File: config.mk
export PLATFORM = sky130hd
export DESIGN_NAME = flow_consensus_average_node_unit
export DESIGN_NICKNAME = d
export VERILOG_FILES = /design/src/sv/fcan_pkg.sv /design/src/sv/fcan_mul.sv /design/src/sv/fcan_seq.sv /design/src/sv/flow_consensus_average_node_unit.sv
export VERILOG_INCLUDE_DIRS = /design/src /design/src/sv
export SDC_FILE = /design/constraint.sdc
export NUM_CORES = 2
export LEC_CHECK = 0
export ABC_AREA = 1
export BUFFER_PORTS_ARGS = -buffer_cell sky130_fd_sc_hd__buf_2
export CAP_MARGIN = 10
export CORE_AREA = 8 8 275 409
export CTS_CLUSTER_SIZE = 20
export DETAILED_ROUTE_END_ITERATION = 6
export DIE_AREA = 0 0 283 417
export GPL_TIMING_DRIVEN = 0
export PLACE_DENSITY = 0.82
export SLEW_MARGIN = 25
export SYNTH_ARGS = -nofsm -noshare
export SYNTH_HDL_FRONTEND = slang
export SYNTH_SLANG_ARGS = --single-unit
File: constraint.sdc
create_clock -name clk -period 13.9 [get_ports clk]
set_input_delay 0.695 -clock clk [delete_from_list [all_inputs] [get_ports clk]]
set_output_delay 0.695 -clock clk [all_outputs]
set_load 0.005 [all_outputs]
File: src/sv/flow_consensus_average_node_unit_macros.svh
// ----------------------------------------------------------------------------
// Consensus node assertion macros
// Shared property forms for the checks at the end of the consensus node.
// ----------------------------------------------------------------------------
`ifndef FLOW_CONSENSUS_AVERAGE_NODE_UNIT_MACROS_SVH
`define FLOW_CONSENSUS_AVERAGE_NODE_UNIT_MACROS_SVH

// Consequent holds in the same cycle as the antecedent.
`define FCAN_ASSERT_NOW(label, ante, cons, msg) \
  label: assert property (@(posedge clk) disable iff (rst) (ante) |-> (cons)) else $error(msg);

// Consequent holds in the cycle after the antecedent.
`define FCAN_ASSERT_NEXT(label, ante, cons, msg) \
  label: assert property (@(posedge clk) disable iff (rst) (ante) |=> (cons)) else $error(msg);

`endif

File: src/sv/fcan_pkg.sv
// ----------------------------------------------------------------------------
// Consensus node package
// Item types, sequencer states, codes and saturation helper.
// ----------------------------------------------------------------------------
package fcan_pkg;

  localparam int VAL_W   = 32;
  localparam int GAIN_W  = 16;
  localparam int LABEL_W = 8;
  localparam int MASK_W  = 6;
  localparam int CH_W    = 3;
  localparam int ACC_W   = 36;
  localparam int PROD_W  = ACC_W + GAIN_W + 1;
  localparam int FLR_W   = PROD_W - GAIN_W;
  localparam int SAT_W   = 40;

  localparam logic [1:0] CMD_TICK = 2'd0;
  localparam logic [1:0] CMD_MSG  = 2'd1;
  localparam logic [1:0] CMD_SET  = 2'd2;

  localparam logic [1:0] REG_GAMMA = 2'd0;
  localparam logic [1:0] REG_PHI   = 2'd1;
  localparam logic [1:0] REG_LABEL = 2'd2;
  localparam logic [1:0] REG_MASK  = 2'd3;

  localparam logic [CH_W-1:0] BCAST_CH = 3'd6;

  typedef struct packed {
    logic [1:0]              command;
    logic [LABEL_W-1:0]      msg_label;
    logic                    msg_is_reply;
    logic signed [VAL_W-1:0] msg_value;
    logic [CH_W-1:0]         rx_channel;
    logic signed [VAL_W-1:0] new_value;
  } in_item_t;

  typedef struct packed {
    logic [CH_W-1:0]         tx_channel;
    logic                    tx_is_reply;
    logic [LABEL_W-1:0]      tx_label;
    logic signed [VAL_W-1:0] tx_value;
    logic signed [VAL_W-1:0] estimate;
    logic                    last;
  } out_item_t;

  typedef enum logic [6:0] {
    S_IDLE  = 7'b0000001,
    S_SUM   = 7'b0000010,
    S_EMUL  = 7'b0000100,
    S_EUPD  = 7'b0001000,
    S_BCAST = 7'b0010000,
    S_FMUL  = 7'b0100000,
    S_FUPD  = 7'b1000000
  } state_t;

  typedef struct packed {
    logic any_present;
    logic cur_present;
    logic more_above;
    logic out_free;
  } seq_status_t;

  function automatic logic signed [VAL_W-1:0] sat32(input logic signed [SAT_W-1:0] v);
    logic signed [VAL_W-1:0] r;
    if (v[SAT_W-1:VAL_W-1] == {(SAT_W-VAL_W+1){v[SAT_W-1]}}) begin
      r = v[VAL_W-1:0];
    end else if (v[SAT_W-1]) begin
      r = {1'b1, {(VAL_W-1){1'b0}}};
    end else begin
      r = {1'b0, {(VAL_W-1){1'b1}}};
    end
    return r;
  endfunction

endpackage

File: src/sv/fcan_mul.sv
// ----------------------------------------------------------------------------
// Consensus node gain multiplier
// Shared registered gain times operand product, floored by dropping the gain's fraction bits.
// ----------------------------------------------------------------------------
module fcan_mul
  import fcan_pkg::*;
(
  input  logic                    clk,
  input  logic                    load,
  input  logic [GAIN_W-1:0]       gain,
  input  logic signed [ACC_W-1:0] opnd,
  output logic signed [FLR_W-1:0] prod
);

  logic signed [PROD_W-1:0] full;

  assign full = $signed({1'b0, gain}) * opnd;

  always_ff @(posedge clk) begin
    if (load) begin
      prod <= full[PROD_W-1:GAIN_W];
    end
  end

endmodule

File: src/sv/fcan_seq.sv
// ----------------------------------------------------------------------------
// Consensus node sequencer
// Steps a tick through the flow sum, estimate update, broadcast and per-channel replies.
// ----------------------------------------------------------------------------
module fcan_seq
  import fcan_pkg::*;
#(
  parameter int CHANNELS = 6,
  parameter int CW = 3
)
(
  input  logic        clk,
  input  logic        rst,
  input  logic        tick_start,
  input  seq_status_t status,
  output state_t      state,
  output logic [CW-1:0] cnt
);

  state_t        state_next;
  logic [CW-1:0] cnt_next;

  always_comb begin
    state_next = state;
    cnt_next   = cnt;
    case (state)
      S_IDLE: begin
        if (tick_start) begin
          state_next = S_SUM;
          cnt_next   = '0;
        end
      end
      S_SUM: begin
        if (cnt == CW'(CHANNELS - 1)) begin
          state_next = S_EMUL;
        end else begin
          cnt_next = cnt + 1'b1;
        end
      end
      S_EMUL: state_next = S_EUPD;
      S_EUPD: state_next = S_BCAST;
      S_BCAST: begin
        if (status.out_free) begin
          cnt_next   = '0;
          state_next = status.any_present ? S_FMUL : S_IDLE;
        end
      end
      S_FMUL: begin
        if (status.cur_present) begin
          state_next = S_FUPD;
        end else begin
          cnt_next = cnt + 1'b1;
        end
      end
      S_FUPD: begin
        if (status.out_free) begin
          if (status.more_above) begin
            cnt_next   = cnt + 1'b1;
            state_next = S_FMUL;
          end else begin
            state_next = S_IDLE;
          end
        end
      end
      default: state_next = S_IDLE;
    endcase
  end

  always_ff @(posedge clk) begin
    if (rst) begin
      state <= S_IDLE;
      cnt   <= '0;
    end else begin
      state <= state_next;
      cnt   <= cnt_next;
    end
  end

endmodule

File: src/sv/flow_consensus_average_node_unit.sv
// A tick item runs the flow sum over every channel, the estimate product and update,
// then gives the broadcast item; after it a reply item follows for each present
// channel, with absent channels passed over on the way, and output stalls hold it.
// Message and set items are taken one per cycle while idle; a tick holds off the
// input until its last item is registered. Synchronous active-high reset restores
// the register defaults and clears the sequencer, values, flows, estimates and out_valid.
// ----------------------------------------------------------------------------
// Consensus node top level
// One node of a flow-based average consensus with a shared gain multiplier.
// ----------------------------------------------------------------------------
`include "flow_consensus_average_node_unit_macros.svh"

module flow_consensus_average_node_unit
  import fcan_pkg::*;
#(
  parameter int CHANNELS = 6
)
(
  input  logic        clk,
  input  logic        rst,
  input  logic        cfg_we,
  input  logic [1:0]  cfg_index,
  input  logic [GAIN_W-1:0] cfg_data,
  input  logic        in_valid,
  output logic        in_ready,
  input  in_item_t    in_item,
  output logic        out_valid,
  input  logic        out_ready,
  output out_item_t   out_item
);

  localparam int CW = (CHANNELS > 1) ? $clog2(CHANNELS) : 1;

  logic [GAIN_W-1:0]  gamma_gain;
  logic [GAIN_W-1:0]  phi_gain;
  logic [LABEL_W-1:0] node_label;
  logic [MASK_W-1:0]  neighbor_mask;

  logic signed [VAL_W-1:0] estimate_reg;
  logic signed [VAL_W-1:0] local_value;
  logic signed [VAL_W-1:0] link_flow [CHANNELS];
  logic signed [VAL_W-1:0] neighbor_estimate [CHANNELS];
  logic signed [ACC_W-1:0] acc;

  state_t        state;
  logic [CW-1:0] cnt;
  seq_status_t   status;

  logic [CHANNELS-1:0]     pres;
  logic                    more_above;
  logic                    in_fire;
  logic                    tick_start;
  logic [CW-1:0]           rx_idx;
  logic                    rx_ok;
  logic [CW-1:0]           rd_idx;
  logic signed [VAL_W-1:0] flow_rd;
  logic signed [VAL_W-1:0] nbr_rd;
  logic                    mul_load;
  logic [GAIN_W-1:0]       mul_gain;
  logic signed [ACC_W-1:0] mul_opnd;
  logic signed [FLR_W-1:0] prod;
  logic signed [VAL_W-1:0] delta;
  logic signed [VAL_W:0]   diff;
  logic                    out_free;

  for (genvar g = 0; g < CHANNELS; g++) begin : g_pres
    if (g < MASK_W) begin : g_on
      assign pres[g] = neighbor_mask[g];
    end else begin : g_off
      assign pres[g] = 1'b0;
    end
  end

  always_comb begin
    more_above = 1'b0;
    for (int i = 0; i < CHANNELS; i++) begin
      if (pres[i] && (CW'(i) > cnt)) begin
        more_above = 1'b1;
      end
    end
  end

  assign in_ready   = (state == S_IDLE);
  assign in_fire    = in_valid && in_ready;
  assign tick_start = in_fire && (in_item.command == CMD_TICK);
  assign out_free   = !out_valid || out_ready;
  assign rx_idx     = in_item.rx_channel[CW-1:0];
  assign rx_ok      = (32'(in_item.rx_channel) < CHANNELS) &&
                      (in_item.msg_label == node_label);
  assign rd_idx     = (state == S_IDLE) ? rx_idx : cnt;
  assign flow_rd    = link_flow[rd_idx];
  assign nbr_rd     = neighbor_estimate[cnt];
  assign diff       = (VAL_W+1)'(nbr_rd) - (VAL_W+1)'(estimate_reg);

  assign status.any_present = |pres;
  assign status.cur_present = pres[cnt];
  assign status.more_above  = more_above;
  assign status.out_free    = out_free;

  assign mul_load = (state == S_EMUL) || ((state == S_FMUL) && pres[cnt]);
  assign mul_gain = (state == S_EMUL) ? gamma_gain : phi_gain;
  assign mul_opnd = (state == S_EMUL) ? acc : ACC_W'(diff);
  assign delta    = sat32(SAT_W'(prod));

  fcan_seq #(
    .CHANNELS(CHANNELS),
    .CW(CW)
  ) u_seq (
    .clk       (clk),
    .rst       (rst),
    .tick_start(tick_start),
    .status    (status),
    .state     (state),
    .cnt       (cnt)
  );

  fcan_mul u_mul (
    .clk (clk),
    .load(mul_load),
    .gain(mul_gain),
    .opnd(mul_opnd),
    .prod(prod)
  );

  always_ff @(posedge clk) begin
    if (rst) begin
      gamma_gain    <= GAIN_W'(6554);
      phi_gain      <= GAIN_W'(3277);
      node_label    <= LABEL_W'(1);
      neighbor_mask <= '0;
    end else if (cfg_we) begin
      case (cfg_index)
        REG_GAMMA: gamma_gain    <= cfg_data;
        REG_PHI:   phi_gain      <= cfg_data;
        REG_LABEL: node_label    <= cfg_data[LABEL_W-1:0];
        REG_MASK:  neighbor_mask <= cfg_data[MASK_W-1:0];
        default: ;
      endcase
    end
  end

  always_ff @(posedge clk) begin
    if (tick_start) begin
      acc <= ACC_W'(local_value) - ACC_W'(estimate_reg);
    end else if ((state == S_SUM) && pres[cnt]) begin
      acc <= acc + ACC_W'(flow_rd);
    end
  end

  always_ff @(posedge clk) begin
    if (rst) begin
      estimate_reg <= '0;
      local_value  <= '0;
      for (int i = 0; i < CHANNELS; i++) begin
        link_flow[i]         <= '0;
        neighbor_estimate[i] <= '0;
      end
    end else begin
      if (in_fire && (in_item.command == CMD_MSG) && rx_ok) begin
        if (in_item.msg_is_reply) begin
          link_flow[rx_idx] <= sat32(SAT_W'(flow_rd) - SAT_W'(in_item.msg_value));
        end else begin
          neighbor_estimate[rx_idx] <= in_item.msg_value;
        end
      end
      if (in_fire && (in_item.command == CMD_SET)) begin
        local_value  <= in_item.new_value;
        estimate_reg <= sat32(SAT_W'(estimate_reg) + SAT_W'(in_item.new_value) -
                              SAT_W'(local_value));
      end
      if (state == S_EUPD) begin
        estimate_reg <= sat32(SAT_W'(estimate_reg) + SAT_W'(prod));
      end
      if ((state == S_FUPD) && out_free) begin
        link_flow[cnt] <= sat32(SAT_W'(flow_rd) + SAT_W'(delta));
      end
    end
  end

  always_ff @(posedge clk) begin
    if (rst) begin
      out_valid <= 1'b0;
    end else if (((state == S_BCAST) || (state == S_FUPD)) && out_free) begin
      out_valid <= 1'b1;
    end else if (out_ready) begin
      out_valid <= 1'b0;
    end
  end

  always_ff @(posedge clk) begin
    if ((state == S_BCAST) && out_free) begin
      out_item.tx_channel  <= BCAST_CH;
      out_item.tx_is_reply <= 1'b0;
      out_item.tx_label    <= node_label;
      out_item.tx_value    <= estimate_reg;
      out_item.estimate    <= estimate_reg;
      out_item.last        <= ~(|pres);
    end else if ((state == S_FUPD) && out_free) begin
      out_item.tx_channel  <= CH_W'(cnt);
      out_item.tx_is_reply <= 1'b1;
      out_item.tx_label    <= node_label;
      out_item.tx_value    <= delta;
      out_item.estimate    <= estimate_reg;
      out_item.last        <= ~more_above;
    end
  end

  `FCAN_ASSERT_NEXT(a_tick_busy, tick_start, !in_ready, "tick item did not hold off input")
  `FCAN_ASSERT_NOW(a_reply_chan, out_valid && out_item.tx_is_reply, 32'(out_item.tx_channel) < CHANNELS, "reply item on a channel that does not exist")
  `FCAN_ASSERT_NOW(a_state_bcast, out_valid && !out_item.tx_is_reply, out_item.tx_channel == BCAST_CH, "state item not sent as broadcast")

endmodule
==> metrics.md <==
| Metric | Value |
|---|---|
| Outcome | `finished with violations` |
| Violations in the final reports | `design-rule violations` |
| Via count of the first global-routing pass | `approximately 63000` |
| RSZ-0062 raised after global routing | `no` |
| Total length of routed wires | `268000 microns` |
| Iteration-0 DRC count of the detailed router | `between 7000 and 8000` |
| Max Buffers Root-to-Sink | `3` |
| Post-synthesis to final-layout area growth | `9.05%` |
| Die Outline Area | `approximately 120000 sq um` |
| Wire length of the first global-routing pass | `between 300000 and 400000 microns` |
| TritonCTS clock tree | `done` |
| Data arrival, critical path | `about 13 ns` |
| Hold Violations, Final | `0` |
| Detailed-route via count | `between 60000 and 70000` |
| CP Data Required Time | `between 10 and 15 ns` |
| Crit path largest cell delay | `roughly 0.68 ns` |
| Number of nets with antenna violations after routing | `0` |
| Sum Neg Setup Slack | `0 ns` |
| Chip height | `approximately 420 microns` |
| Cell Area, Synth | `68600 sq um` |
| Clock buffer count from CTS | `between 70 and 80` |
| Registers with the most flip-flops | `link_flow (256), neighbor_estimate (256), out_item (77)` |
| Hold buffer count at CTS | `0` |
| Synthesized area divided by synthesized cell count | `~8 sq um` |
| HPWL after detailed placement | `~210000 microns` |
| Instance count of the mapped netlist | `between 8000 and 9000` |
| Boundary Pins | `180` |
| Element type at the critical path start | `flop` |
| GPL Wtd Cong | `around 1.2` |
| CTS Root Cell | `sky130_fd_sc_hd__clkbuf_16` |
| Residual DRC count | `8` |
| Core Box Area | `106000 sq um` |
| Measured slew at the worst slew-check pin | `~1.3 ns` |
| Class of the most critical hold timing path | `input port to flop` |
| Kind of capture point of the worst setup path | `flop` |
| Fraction of final layout cells sized beyond drive strength 1 | `0.0661` |
| Min Tclk post-route | `12.52 ns` |
| Kind of critical path | `flop to flop` |
| Final hold slack | `between 0.2 and 0.3 ns` |
| Highest net fanout along the worst path | `10` |
| Primary FF master, synth | `sky130_fd_sc_hd__edfxtp_1` |
| Number of warnings issued by yosys | `0` |
| Maxcap violations | `0` |
| Number of antenna violations at the first check in global routing | `13` |
| Clock slew seen by the registers of the worst setup and hold paths | `around 0.080 ns` |
| Sequential share of the synthesized area | `0.325` |
| Final setup violation count | `0` |
| Count of cells resized by post-cts repair | `0` |
| Crit-path most repeated cell | `sky130_fd_sc_hd__fa_1` |
| PortBufs | `roughly 180` |
| Post CTS Setup Buffer Count | `0` |
| Total Routing Usage GR | `0.445` |
| Vias/cell | `6.14` |
| Highest Clock Rate | `79.9 MHz` |
| Pin count of the biggest net entering global routing | `35` |
| Routed wirelength normalized by instance count | `26.2 microns` |
| Total count of max-transition violations in the final report | `0` |
| Final net count | `9795` |
| Number of distinct library cells after synthesis | `68` |
| Flip-flop and latch count after synthesis | `786` |
| Total iterations of the first detailed-routing run | `7` |
| Clk_lat worst skew | `~0.73 ns` |
| Starting Density | `0.644` |
| Tcrit/Tclk final | `0.901` |
| Clock tree skew after final layout | `~0.073 ns` |
| Slowest library cell on the worst path | `sky130_fd_sc_hd__o211ai_1` |
| Die extent in x | `about 280 microns` |
| Worst relative slew slack | `0.161` |
| Clock sink count | `just under 800` |
| Remaining Overflow, GRT | `0` |
| Count of H-tree levels built during CTS | `3` |
| Share of async-settable or async-resettable flops after synthesis | `0` |
| Post-synth EDFFs | `between 600 and 700` |
| Site Rows | `~150` |
-- critical path: cells and delay by family, from the launching register on --
kind	cells	cell delay [ns]
fa+ha+maj	9	4.18
simple gates	12	2.50
flops	1	0.35
xor+xnor	1	0.13
compound gates	8	2.61
buf+inv	8	2.38
-- layout make-up --
class                   instances  area (sq um)
fillers                      8530         31700
clock inverters                36           452
well taps                    1415          1770
plain buffers                 286          1240
multi-input cells            5948         40100
repair buffers                203          1420
diodes                          9          22.5
inverters                    1452          5470
flip-flops and latches        786         22300
clock buffers                  99          2040
-- routing by layer --
layer | share of wire | vias to the layer above | global-route usage
met5 | 0.00014 | - | 0
met4 | 0.12 | 6 | 0.416
met3 | 0.12 | 1292 | 0.128
met2 | 0.45 | 4348 | 0.706
met1 | 0.31 | 29545 | 0.476
li1 | - | 27655 | -
-- logic make-up (layout without fill, tap and decap cells) --
kind of cell    Yosys count  in the layout  synth area share
flops                   786            786             0.325
other cells               1             73         0.0000547
compound gates         1407           1407             0.115
xor+xnor                199            199            0.0254
simple gates           3335           3335             0.201
fa+ha+maj               943            943             0.235
buf+inv                1738           2076            0.0978
-- synth_stat cells (all sizes together) (72+ instances only) --
cell type	instances	area, sq um
fa	575	11500
nand2	1708	6490
o21bai	72	544
edfxtp	658	19800
clkbuf	217	815
dfxtp	128	2560
o21ai	551	2800
ha	368	4600
nor2	1067	4060
a21oi	484	2440
xor2	128	1120
nand3	363	2000
inv	1431	5370
a31oi	98	613
-- per-stage QoR --
step	instances	utilization	setup slack (ns)	area, sq um
finish	10234	0.702	1.38	74800
global route	10227	0.702	1.29	74800
CTS	10224	0.701	2.02	74700
detailed placement	10089	0.678	2.22	72200
global placement	10065	0.671	2.37	71500
floorplan	8472	-	5.36	68800
-- cells in the final DEF (no fill, tap or decap), types with 22 or more instances in the layout --
cell type                   synthesis  routed
sky130_fd_sc_hd__dfxtp_1          128     128
sky130_fd_sc_hd__ha_1             368     368
sky130_fd_sc_hd__fa_1             575     575
sky130_fd_sc_hd__xor2_1           128     128
sky130_fd_sc_hd__xnor2_1           71      71
sky130_fd_sc_hd__nor2_1          1057    1053
sky130_fd_sc_hd__a31oi_1           98      76
sky130_fd_sc_hd__nor3_1            41      40
sky130_fd_sc_hd__o21ai_0          514     508
sky130_fd_sc_hd__nand3_1          341     341
sky130_fd_sc_hd__o211ai_1          27      27
sky130_fd_sc_hd__o21ai_1           26      22
sky130_fd_sc_hd__a21oi_1          480     480
sky130_fd_sc_hd__buf_2             35     213
sky130_fd_sc_hd__nand2_1         1690    1678
sky130_fd_sc_hd__inv_1           1402    1401
sky130_fd_sc_hd__nand2_2           11      23
sky130_fd_sc_hd__conb_1             1      64
sky130_fd_sc_hd__o22ai_1           61      61
sky130_fd_sc_hd__nand4_1           47      47
sky130_fd_sc_hd__edfxtp_1         658     658
sky130_fd_sc_hd__inv_2             28      29
sky130_fd_sc_hd__a21o_1            36      36
sky130_fd_sc_hd__clkbuf_16          0      76
sky130_fd_sc_hd__o21bai_1          71      71
sky130_fd_sc_hd__clkinv_1          18      27
sky130_fd_sc_hd__or2_2             54      54
sky130_fd_sc_hd__clkbuf_1         217     233
-- worst paths after layout --
path	start	end	slack (ns)	depth (start not counted)
worst max register to register	flop	u_mul.prod[33]$_DFFE_PP_	1.38	38
worst min-delay path	in_item[30]	local_value[30]$_SDFFE_PP0P_	0.28	3
worst min register to register	node_label[1]$_SDFFE_PP0P_	out_item[66]$_DFFE_PP_	0.43	0
worst max-delay path	flop	u_mul.prod[33]$_DFFE_PP_	1.38	38
Power is left out: the tool's default activity adds up to more than one toggle a clock period on the data nets, which glitch-free logic cannot reach.
